==> src/design/dtw_pkg.sv <==
package dtw_pkg;

   // Grid limits and request width
   localparam int MAX_ROWS    = 64;
   localparam int MAX_COLUMNS = 64;
   localparam int COST_BITS   = 16;

   // Fixed field widths
   localparam int LEN_W   = 7;
   localparam int TOTAL_W = 23;
   localparam int SCORE_W = 20;

   // Grid index widths and the widths used to compare them with a length
   localparam int COL_W     = $clog2(MAX_COLUMNS);
   localparam int ROW_W     = $clog2(MAX_ROWS);
   localparam int COL_CMP_W = (COL_W + 1 > LEN_W) ? COL_W + 1 : LEN_W;
   localparam int ROW_CMP_W = (ROW_W + 1 > LEN_W) ? ROW_W + 1 : LEN_W;
   localparam int LOCAL_W   = (COST_BITS > TOTAL_W) ? COST_BITS : TOTAL_W;

   localparam logic [TOTAL_W-1:0] TOTAL_MAX = '1;
   localparam logic [LEN_W-1:0]   LEN_MAX   = '1;
   localparam logic [SCORE_W-1:0] SCORE_MAX = '1;

   // Register file
   localparam int CSR_ADDR_W = 3;
   localparam int CSR_DATA_W = 32;
   localparam logic REG_LENGTH_A = 1'b0;
   localparam logic REG_LENGTH_B = 1'b1;

   // Size penalty: round(256 * exp(d / 10))
   localparam int PENALTY_ENTRIES = 84;
   localparam logic [SCORE_W-1:0] PENALTY_ROM [PENALTY_ENTRIES] = '{
      20'd256, 20'd283, 20'd313, 20'd346, 20'd382, 20'd422, 20'd466, 20'd516,
      20'd570, 20'd630, 20'd696, 20'd769, 20'd850, 20'd939, 20'd1038, 20'd1147,
      20'd1268, 20'd1401, 20'd1549, 20'd1712, 20'd1892, 20'd2091, 20'd2310,
      20'd2553, 20'd2822, 20'd3119, 20'd3447, 20'd3809, 20'd4210, 20'd4653,
      20'd5142, 20'd5683, 20'd6280, 20'd6941, 20'd7671, 20'd8478, 20'd9369,
      20'd10355, 20'd11444, 20'd12647, 20'd13977, 20'd15447, 20'd17072,
      20'd18867, 20'd20851, 20'd23044, 20'd25468, 20'd28146, 20'd31107,
      20'd34378, 20'd37994, 20'd41990, 20'd46406, 20'd51286, 20'd56680,
      20'd62641, 20'd69229, 20'd76510, 20'd84557, 20'd93450, 20'd103278,
      20'd114140, 20'd126144, 20'd139410, 20'd153816, 20'd170020, 20'd188184,
      20'd207976, 20'd229849, 20'd254022, 20'd280738, 20'd310008, 20'd342894,
      20'd378957, 20'd419068, 20'd462859, 20'd511538, 20'd565337, 20'd624794,
      20'd690504, 20'd763125, 20'd843384, 20'd932083, 20'd1030111
   };

   // Accumulated cost and path length of one cell
   typedef struct packed {
      logic [TOTAL_W-1:0] cost;
      logic [LEN_W-1:0]   len;
   } path_entry_type;

   // Control of the cell in the update stage
   typedef struct packed {
      logic             valid;
      logic             first_row;
      logic             first_col;
      logic             last;
      logic [COL_W-1:0] col;
   } cell_ctl_type;

   // Treat zero as one, cap at the grid limit
   function automatic logic [LEN_W-1:0] clamp_len(input logic [LEN_W-1:0] v,
                                                  input int lim);
      logic [LEN_W-1:0] r;
      r = v;
      if (v == '0) r = LEN_W'(1);
      else if (int'(v) > lim) r = LEN_W'(lim);
      return r;
   endfunction

   // Saturate the request cost into the accumulator range
   function automatic logic [TOTAL_W-1:0] sat_local(input logic [COST_BITS-1:0] v);
      logic [LOCAL_W-1:0] ext;
      logic [TOTAL_W-1:0] r;
      ext = LOCAL_W'(v);
      if (ext > LOCAL_W'(TOTAL_MAX)) r = TOTAL_MAX;
      else r = ext[TOTAL_W-1:0];
      return r;
   endfunction

   // Look up the size penalty, saturate past the table
   function automatic logic [SCORE_W-1:0] penalty(input logic [LEN_W-1:0] d);
      logic [SCORE_W-1:0] r;
      r = SCORE_MAX;
      if (int'(d) < PENALTY_ENTRIES) r = PENALTY_ROM[d];
      return r;
   endfunction

endpackage

==> src/design/dtw_row_mem.sv <==
module dtw_row_mem
   import dtw_pkg::*;
(
   input  logic             clock,
   input  logic             rd_en,
   input  logic [COL_W-1:0] rd_addr,
   output path_entry_type   rd_data,
   input  logic             wr_en,
   input  logic [COL_W-1:0] wr_addr,
   input  path_entry_type   wr_data
);

   path_entry_type mem [MAX_COLUMNS];
   path_entry_type rd_data_ff;

   // Write the current row's result
   always_ff @(posedge clock) begin
      if (wr_en) begin
         mem[wr_addr] <= wr_data;
      end
   end

   // Read the previous row's entry, registered
   always_ff @(posedge clock) begin
      if (rd_en) begin
         rd_data_ff <= mem[rd_addr];
      end
   end

   assign rd_data = rd_data_ff;

endmodule

==> src/design/dtw_cell.sv <==
module dtw_cell
   import dtw_pkg::*;
(
   input  logic               clock,
   input  logic               reset,
   input  cell_ctl_type       ctl,
   input  logic [TOTAL_W-1:0] local_cost,
   input  path_entry_type     up,
   output path_entry_type     result
);

   path_entry_type left_ff, left_in;
   path_entry_type diag_ff, diag_in;
   path_entry_type base;
   logic [TOTAL_W:0] cost_sum;

   // Pick the cheapest neighbor, diagonal first, then up
   always_comb begin
      if (ctl.first_row && ctl.first_col) begin
         base = '0;
      end else if (ctl.first_row) begin
         base = left_ff;
      end else if (ctl.first_col) begin
         base = up;
      end else if (diag_ff.cost <= up.cost && diag_ff.cost <= left_ff.cost) begin
         base = diag_ff;
      end else if (up.cost <= left_ff.cost) begin
         base = up;
      end else begin
         base = left_ff;
      end
   end

   // Accumulate with saturation
   always_comb begin
      cost_sum = {1'b0, base.cost} + {1'b0, local_cost};
      result.cost = cost_sum[TOTAL_W] ? TOTAL_MAX : cost_sum[TOTAL_W-1:0];
      result.len  = (base.len == LEN_MAX) ? LEN_MAX : base.len + LEN_W'(1);
   end

   // Advance the left and diagonal neighbors
   always_comb begin
      left_in = left_ff;
      diag_in = diag_ff;
      if (ctl.valid) begin
         left_in = result;
         diag_in = up;
      end
   end

   always_ff @(posedge clock) begin
      if (reset) begin
         left_ff <= '0;
         diag_ff <= '0;
      end else begin
         left_ff <= left_in;
         diag_ff <= diag_in;
      end
   end

endmodule

==> src/design/dtw_div.sv <==
module dtw_div
   import dtw_pkg::*;
(
   input  logic               clock,
   input  logic               reset,
   input  logic               start,
   input  path_entry_type     last_cell,
   input  logic [LEN_W-1:0]   rows,
   input  logic [LEN_W-1:0]   cols,
   output logic               busy,
   output logic               rsp_valid,
   input  logic               rsp_ready,
   output logic [SCORE_W-1:0] rsp_score,
   output logic [TOTAL_W-1:0] rsp_total_cost,
   output logic [LEN_W-1:0]   rsp_path_length
);

   localparam int CNT_W = $clog2(TOTAL_W + 1);
   localparam logic [1:0] DIV_IDLE = 2'd0;
   localparam logic [1:0] DIV_RUN  = 2'd1;
   localparam logic [1:0] DIV_DONE = 2'd2;

   logic [1:0]         state_ff, state_in;
   logic [CNT_W-1:0]   cnt_ff, cnt_in;
   logic [TOTAL_W-1:0] quot_ff, quot_in;
   logic [LEN_W-1:0]   rem_ff, rem_in;
   logic [LEN_W-1:0]   divisor_ff, divisor_in;
   logic [TOTAL_W-1:0] cost_ff, cost_in;
   logic [SCORE_W-1:0] pen_ff, pen_in;
   logic               rsp_valid_ff, rsp_valid_in;
   logic [SCORE_W-1:0] rsp_score_ff, rsp_score_in;
   logic [TOTAL_W-1:0] rsp_total_ff, rsp_total_in;
   logic [LEN_W-1:0]   rsp_len_ff, rsp_len_in;

   logic [LEN_W-1:0]   diff;
   logic [LEN_W:0]     trial;
   logic [LEN_W:0]     trial_sub;
   logic               trial_ge;
   logic [SCORE_W-1:0] quot_sat;
   logic [SCORE_W:0]   score_sum;
   logic               load_rsp;

   // Length difference for the penalty lookup
   assign diff = (rows > cols) ? rows - cols : cols - rows;

   // One restoring division step
   always_comb begin
      trial     = {rem_ff, quot_ff[TOTAL_W-1]};
      trial_sub = trial - {1'b0, divisor_ff};
      trial_ge  = trial >= {1'b0, divisor_ff};
   end

   // Saturate the quotient, add the penalty
   always_comb begin
      quot_sat  = (quot_ff > TOTAL_W'(SCORE_MAX)) ? SCORE_MAX : quot_ff[SCORE_W-1:0];
      score_sum = {1'b0, quot_sat} + {1'b0, pen_ff};
   end

   assign load_rsp = (state_ff == DIV_DONE) && (!rsp_valid_ff || rsp_ready);

   // Sequence the division
   always_comb begin
      state_in   = state_ff;
      cnt_in     = cnt_ff;
      quot_in    = quot_ff;
      rem_in     = rem_ff;
      divisor_in = divisor_ff;
      cost_in    = cost_ff;
      pen_in     = pen_ff;
      unique case (state_ff)
         DIV_IDLE: begin
            if (start) begin
               quot_in    = last_cell.cost;
               cost_in    = last_cell.cost;
               divisor_in = last_cell.len;
               rem_in     = '0;
               pen_in     = penalty(diff);
               cnt_in     = CNT_W'(TOTAL_W);
               state_in   = DIV_RUN;
            end
         end
         DIV_RUN: begin
            rem_in  = trial_ge ? trial_sub[LEN_W-1:0] : trial[LEN_W-1:0];
            quot_in = {quot_ff[TOTAL_W-2:0], trial_ge};
            cnt_in  = cnt_ff - CNT_W'(1);
            if (cnt_ff == CNT_W'(1)) begin
               state_in = DIV_DONE;
            end
         end
         DIV_DONE: begin
            if (load_rsp) begin
               state_in = DIV_IDLE;
            end
         end
         default: begin
            state_in = DIV_IDLE;
         end
      endcase
   end

   // Hold the result until the response is taken
   always_comb begin
      rsp_valid_in = rsp_valid_ff;
      rsp_score_in = rsp_score_ff;
      rsp_total_in = rsp_total_ff;
      rsp_len_in   = rsp_len_ff;
      if (rsp_valid_ff && rsp_ready) begin
         rsp_valid_in = 1'b0;
      end
      if (load_rsp) begin
         rsp_valid_in = 1'b1;
         rsp_score_in = score_sum[SCORE_W] ? SCORE_MAX : score_sum[SCORE_W-1:0];
         rsp_total_in = cost_ff;
         rsp_len_in   = divisor_ff;
      end
   end

   always_ff @(posedge clock) begin
      if (reset) begin
         state_ff     <= DIV_IDLE;
         rsp_valid_ff <= 1'b0;
      end else begin
         state_ff     <= state_in;
         rsp_valid_ff <= rsp_valid_in;
      end
   end

   always_ff @(posedge clock) begin
      cnt_ff       <= cnt_in;
      quot_ff      <= quot_in;
      rem_ff       <= rem_in;
      divisor_ff   <= divisor_in;
      cost_ff      <= cost_in;
      pen_ff       <= pen_in;
      rsp_score_ff <= rsp_score_in;
      rsp_total_ff <= rsp_total_in;
      rsp_len_ff   <= rsp_len_in;
   end

   assign busy            = (state_ff != DIV_IDLE);
   assign rsp_valid       = rsp_valid_ff;
   assign rsp_score       = rsp_score_ff;
   assign rsp_total_cost  = rsp_total_ff;
   assign rsp_path_length = rsp_len_ff;

endmodule

==> src/design/dtw_path_normalized_distance.sv <==
// Channel   | Direction | Handshake                         | Payload
// request   | in        | req_valid / req_ready             | req_local_cost
// response  | out       | rsp_valid / rsp_ready             | score, total_cost, path_length
// csr       | in/out    | csr_psel, csr_penable, csr_pready | length_a, length_b
//
// One grid cell per clock while req_ready is high: a request reads the previous row's
// entry from the row memory, and the next cycle adds the cheapest neighbor and writes
// the entry back. After the last cell requests stall through the update stage, 23
// divider steps and the load of the response. A response still waiting at that
// point holds the divider and keeps requests stalled until it is taken.
// Synchronous active-high reset; the row memory needs no clearing pass.
module dtw_path_normalized_distance
   import dtw_pkg::*;
(
   input  logic                  clock,
   input  logic                  reset,
   input  logic                  req_valid,
   output logic                  req_ready,
   input  logic [COST_BITS-1:0]  req_local_cost,
   output logic                  rsp_valid,
   input  logic                  rsp_ready,
   output logic [SCORE_W-1:0]    rsp_score,
   output logic [TOTAL_W-1:0]    rsp_total_cost,
   output logic [LEN_W-1:0]      rsp_path_length,
   input  logic                  csr_psel,
   input  logic                  csr_penable,
   input  logic                  csr_pwrite,
   input  logic [CSR_ADDR_W-1:0] csr_paddr,
   input  logic [CSR_DATA_W-1:0] csr_pwdata,
   output logic [CSR_DATA_W-1:0] csr_prdata,
   output logic                  csr_pready
);

   logic [LEN_W-1:0]   length_a_ff, length_a_in;
   logic [LEN_W-1:0]   length_b_ff, length_b_in;
   logic [COL_W-1:0]   col_ff, col_in;
   logic [ROW_W-1:0]   row_ff, row_in;
   cell_ctl_type       ctl_ff, ctl_in;
   logic [TOTAL_W-1:0] local_ff;
   logic               fwd_ff, fwd_in;
   path_entry_type     fwd_data_ff;

   logic               csr_write;
   logic               reg_sel;
   logic [LEN_W-1:0]   rows;
   logic [LEN_W-1:0]   cols;
   logic               accept;
   logic               div_busy;
   logic [COL_CMP_W-1:0] col_next;
   logic [ROW_CMP_W-1:0] row_next;
   logic               col_wrap;
   logic               row_wrap;
   path_entry_type     rd_data;
   path_entry_type     up;
   path_entry_type     result;

   // Decode register writes
   assign csr_write  = csr_psel && csr_penable && csr_pwrite;
   assign reg_sel    = csr_paddr[CSR_ADDR_W-1];
   assign csr_pready = 1'b1;
   assign csr_prdata = (reg_sel == REG_LENGTH_B) ? CSR_DATA_W'(length_b_ff)
                                                 : CSR_DATA_W'(length_a_ff);

   always_comb begin
      length_a_in = length_a_ff;
      length_b_in = length_b_ff;
      if (csr_write) begin
         unique case (reg_sel)
            REG_LENGTH_A: length_a_in = csr_pwdata[LEN_W-1:0];
            REG_LENGTH_B: length_b_in = csr_pwdata[LEN_W-1:0];
            default:      length_a_in = length_a_ff;
         endcase
      end
   end

   assign rows = clamp_len(length_a_ff, MAX_ROWS);
   assign cols = clamp_len(length_b_ff, MAX_COLUMNS);

   // Stall while the divider works or the last cell is in the update stage
   assign req_ready = !div_busy && !(ctl_ff.valid && ctl_ff.last);
   assign accept    = req_valid && req_ready;

   // Advance the grid position; a register write restarts the grid
   always_comb begin
      col_next = COL_CMP_W'(col_ff) + COL_CMP_W'(1);
      row_next = ROW_CMP_W'(row_ff) + ROW_CMP_W'(1);
      col_wrap = col_next >= COL_CMP_W'(cols);
      row_wrap = row_next >= ROW_CMP_W'(rows);
      col_in   = col_ff;
      row_in   = row_ff;
      if (csr_write) begin
         col_in = '0;
         row_in = '0;
      end else if (accept) begin
         if (col_wrap) begin
            col_in = '0;
            row_in = row_wrap ? '0 : row_next[ROW_W-1:0];
         end else begin
            col_in = col_next[COL_W-1:0];
         end
      end
   end

   // Tag the request for the update stage
   always_comb begin
      ctl_in.valid     = accept;
      ctl_in.first_row = (row_ff == '0);
      ctl_in.first_col = (col_ff == '0);
      ctl_in.last      = col_wrap && row_wrap;
      ctl_in.col       = col_ff;
   end

   // Forward the entry being written when the new request reads the same column
   assign fwd_in = accept && ctl_ff.valid && (ctl_ff.col == col_ff);
   assign up     = fwd_ff ? fwd_data_ff : rd_data;

   always_ff @(posedge clock) begin
      if (reset) begin
         length_a_ff <= LEN_W'(1);
         length_b_ff <= LEN_W'(1);
         col_ff      <= '0;
         row_ff      <= '0;
         ctl_ff      <= '0;
         fwd_ff      <= 1'b0;
      end else begin
         length_a_ff <= length_a_in;
         length_b_ff <= length_b_in;
         col_ff      <= col_in;
         row_ff      <= row_in;
         ctl_ff      <= ctl_in;
         fwd_ff      <= fwd_in;
      end
   end

   always_ff @(posedge clock) begin
      if (accept) begin
         local_ff <= sat_local(req_local_cost);
      end
      fwd_data_ff <= result;
   end

   dtw_row_mem u_row_mem (
      .clock   (clock),
      .rd_en   (accept),
      .rd_addr (col_ff),
      .rd_data (rd_data),
      .wr_en   (ctl_ff.valid),
      .wr_addr (ctl_ff.col),
      .wr_data (result)
   );

   dtw_cell u_cell (
      .clock      (clock),
      .reset      (reset),
      .ctl        (ctl_ff),
      .local_cost (local_ff),
      .up         (up),
      .result     (result)
   );

   dtw_div u_div (
      .clock           (clock),
      .reset           (reset),
      .start           (ctl_ff.valid && ctl_ff.last),
      .last_cell       (result),
      .rows            (rows),
      .cols            (cols),
      .busy            (div_busy),
      .rsp_valid       (rsp_valid),
      .rsp_ready       (rsp_ready),
      .rsp_score       (rsp_score),
      .rsp_total_cost  (rsp_total_cost),
      .rsp_path_length (rsp_path_length)
   );

endmodule

==> config.mk <==
export PLATFORM = sky130hd
export DESIGN_NAME = dtw_path_normalized_distance
export DESIGN_NICKNAME = d
export VERILOG_FILES = /design/src/design/dtw_pkg.sv /design/src/design/dtw_row_mem.sv /design/src/design/dtw_cell.sv /design/src/design/dtw_div.sv /design/src/design/dtw_path_normalized_distance.sv
export SDC_FILE = /design/constraint.sdc
export NUM_CORES = 2
export LEC_CHECK = 0
export ABC_AREA = 1
export BUFFER_PORTS_ARGS = -buffer_cell sky130_fd_sc_hd__buf_2
export CAP_MARGIN = 20
export CORE_UTILIZATION = 50
export DETAILED_ROUTE_END_ITERATION = 7
export HOLD_SLACK_MARGIN = 0.02
export PLACE_DENSITY = 0.7
export SLEW_MARGIN = 15
export SYNTH_ARGS = -nofsm -noshare
export SYNTH_HDL_FRONTEND = slang
export SYNTH_SLANG_ARGS = --single-unit
==> constraint.sdc <==
create_clock -name clock -period 9.49 [get_ports clock]
set_input_delay 2.3725 -clock clock [delete_from_list [all_inputs] [get_ports clock]]
set_output_delay 2.3725 -clock clock [all_outputs]
set_load 0.02 [all_outputs]
==> metrics.csv <==
stage,metric,value,unit
run_status,outcome,"finished, violations left",
run_status,violated checks,DRC,
layout,area delta synth->final,11.0,%
floorplanning,Starting Density,50.3,%
clock_network,CTS Root Cell,clkbuf_16,
floorplanning,row count,159,
clock_network,Worst-Skew Late Latency,860,ps
timing,RSZ-0062 raised after global routing,no,
global_route,gr ovfl total,0,
job,Max Cap Viol,0,
detailed_routing,DRC,3,
floorplanning,Die ar.,0.190,mm²
layout,nets,8217,
global_route,global-route wire length before repair,401000,µm
synth,"Seq/Total Area, Yosys",69.6,%
detailed_routing,post-route antenna net violation count,0,
setup_path,crit-path max cell delay,790,ps
timing,fin. max-slew vios,0,
clock_network,Max H-tree Level,4,
placed_design,Post-DP Area,0.0978,mm²
clock_network,CTS resizes,0,
clock_network,Worst-path clk slew,70,ps
detailed_routing,final WL,275000,µm
timing,final hold vios,0,
timing,minimum clock period,8110,ps
layout,Finished Cell Area,0.105,mm²
placed_design,PortBufs,89,
pwr,Leakage,36.3,nW
timing,Setup TNS Final,0,ps
setup_path,Worst R2R Setup Slack,1380,ps
setup_path,crit-path max FO,66,
timing,Worst slew margin,21.3,%
synth,#FFs+latches synth,2231,
global_route,met1 Use GR,38.0,%
pwr,VDD IR max,0.000870,V
setup_path,critical path required time,9740,ps
timing,FMAX,0.123,GHz
layout,FILL cells,15100,
global_route,vias in the first global route,61700,
setup_path,Crit. End Element,flip-flop,
clock_network,Sink Count,2231,
timing,# setup viols final,0,
timing,worst clock skew,38.3,ps
clock_network,CTS tree,yes,
detailed_routing,Via density,6.19,
timing,worst-margin pin slew,1180,ps
synth,mean area per synthesized cell,11.8,µm²
synth,ys async rst share,0,%
synth,"EDFF count, synth",2101,
clock_network,setup bufs post-CTS,0,
timing,Tcrit/Tclk final,85.4,%
setup_path,crit path DAT,8360,ps
detailed_routing,first drt pass iteration count,8,
floorplanning,Die Ht,436,µm
pwr,power density over the cells,385,mW/mm²
synth,Yosys warnings,0,
detailed_routing,DRT iter0 DRCs,9430,
floorplanning,die extent in x,436,µm
clock_network,Longest Clk Path Bufs,3,
layout,area of the multi-input gates,0.0257,mm²
min_path,class of the worst hold path,flip-flop to flip-flop,
layout,FF/Latch Area,0.0657,mm²
detailed_routing,routed via count,66100,
clock_network,# hold bufs at CTS,0,
global_route,GRT Max-Usage Layer,met2,
global_route,largest net degree at the start of global routing,178,
setup_path,crit path max-delay cell type,nand2_2,
synth,synthesized area,0.0944,mm²
layout,share of layout cells above drive strength 1,8.88,%
global_route,Total Routing Usage GR,28.2,%
synth,Netlist cell types,60,
placed_design,DP Wirelength,151000,µm
floorplanning,I/O pins,143,
global_route,initial antenna violation count,16,
setup_path,worst setup path class,flip-flop to flip-flop,
clock_network,total CTS buffers,213,
detailed_routing,DR WL/cell,25.8,µm
synth,"Primary FF master, synth",edfxtp_1,
setup_path,Worst setup SP type,flip-flop,
setup_path,crit-path most repeated cell,nand2_1,
global_route,GR Layer Usage met2,44.3,%
synth,Synth Instances,8019,
floorplanning,total core area,0.188,mm²
global_route,grt met3 use,5.28,%
placed_design,routability congestion estimate from global placement,0.885,
## power breakdown
part	switching, mW	leakage (nW)	internal, mW	total [mW]
combinational	12.2	12.9	2.67	14.9
sequential	0.208	20.0	16.9	17.1
clock	3.68	3.34	4.71	8.39
## worst max-delay path, delay by kind of cell, from the launching register on
| kind | cells | cell delay [ps] |
|---|---|---|
| buf+inv | 5 | 1870 |
| compound gates | 6 | 1380 |
| flops | 1 | 320 |
| fa+ha+maj | 2 | 640 |
| simple gates | 17 | 3220 |
## sequential cells by signal (all words and copies together), names as in the netlist
signal / flops
fwd_ff: 1
u_cell.left_ff: 30
local_ff: 16
u_div.rsp_valid: 1
u_div.cnt_ff: 5
u_div.pen_ff: 20
u_div.rsp_path_length: 7
u_row_mem.rd_data: 30
u_div.rsp_total_cost: 23
u_div.rsp_score: 20
length_a_ff: 7
u_div.divisor_ff: 7
ctl_ff: 10
u_row_mem.mem: 1920
col_ff: 6
length_b_ff: 7
u_cell.diag_ff: 30
u_div.cost_ff: 23
fwd_data_ff: 30
u_div.state_ff: 2
u_div.rem_ff: 7
u_div.quot_ff: 23
row_ff: 6
## per-stage QoR
step / hold slack [ps] / setup slack, ps / power [mW] / std cells / util [%]
floorplan: 400 / 2830 / 25.0 / 8043 / -
global placement: 403 / 1830 / 31.3 / 10300 / 52.2
detailed placement: 405 / 1630 / 31.8 / 10300 / 52.2
CTS: 417 / 1580 / 40.1 / 10700 / 55.8
global route: 423 / 932 / 41.7 / 10700 / 55.8
finish: 411 / 1380 / 40.4 / 10700 / 55.9
## per-layer routing
metal	wire, µm	up-vias
met5	52	-
met4	12900	8
met3	31300	605
met2	127000	4119
met1	104000	32300
li1	-	29100
## layout make-up
type | instances | share of cell area, %
antenna | 11 | 0.0263
clock buffer | 261 | 5.37
clock inverter | 134 | 1.20
inverter | 389 | 1.42
multi-input combinational | 4892 | 24.5
sequential | 2231 | 62.7
tap | 2495 | 2.98
timing repair buffer | 261 | 1.80
## cell usage after synthesis, types with 17 or more instances
library cell,count,area [µm²]
o21ai_1,42,210
o211ai_1,51,383
inv_1,377,1420
buf_2,24,120
o2111ai_1,25,219
o221ai_1,146,1280
nand4_1,41,257
xnor2_1,17,149
ha_1,166,2080
nand3_1,286,1430
nor2_1,1287,4830
o22ai_1,370,2310
a21oi_1,220,1100
clkbuf_1,429,1610
o21ai_0,1205,6030
buf_4,32,240
nor3_1,23,115
edfxtp_1,2101,63100
nand2_1,805,3020
xor2_1,34,298
buf_1,38,143
dfxtp_1,130,2600
## final timing paths
kind                          from  cells past startpoint                      end
setup / recovery            fwd_ff                     30    u_row_mem.mem[12][26]
hold / removal    u_div.cost_ff[1]                      0  u_div.rsp_total_cost[1]
setup reg to reg            fwd_ff                     30    u_row_mem.mem[12][26]
hold reg to reg   u_div.cost_ff[1]                      0  u_div.rsp_total_cost[1]
## cells by family (layout without fill, tap and decap cells)
| logic type | Yosys count | count (layout) | synth area share [%] |
|---|---|---|---|
| buffers and inverters | 920 | 1045 | 3.88 |
| other | 2 | 37 | 0.00796 |
| DFF | 2231 | 2231 | 69.6 |
| adders and majority gates | 171 | 171 | 2.31 |
| and+or+nand+nor | 2494 | 2494 | 10.7 |
| AOI/OAI and AO/OA | 2150 | 2150 | 13.0 |
| xor gates and xnor gates | 51 | 51 | 0.473 |
## placed cells by master (no fill, tap or decap), drive strengths merged, types with 13 or more instances in the layout
| cell | Yosys | routed |
|---|---|---|
| nand4 | 41 | 41 |
| xor2 | 34 | 34 |
| buf | 101 | 261 |
| nor3 | 24 | 24 |
| nor2 | 1292 | 1292 |
| clkinv | 2 | 104 |
| o2111ai | 25 | 25 |
| inv | 387 | 392 |
| o21ai | 1249 | 1249 |
| edfxtp | 2101 | 2101 |
| o22ai | 370 | 370 |
| ha | 166 | 166 |
| xnor2 | 17 | 17 |
| clkbuf | 430 | 261 |
| o211ai | 51 | 51 |
| a21oi | 230 | 230 |
| bufinv | 0 | 18 |
| conb | 2 | 26 |
| nand3 | 294 | 294 |
| a221oi | 15 | 15 |
| dfxtp | 130 | 130 |
| a31oi | 14 | 14 |
| o221ai | 146 | 146 |
| nand2 | 834 | 834 |
| o32ai | 13 | 13 |
Note: power is estimated with default switching activity, not from simulation.
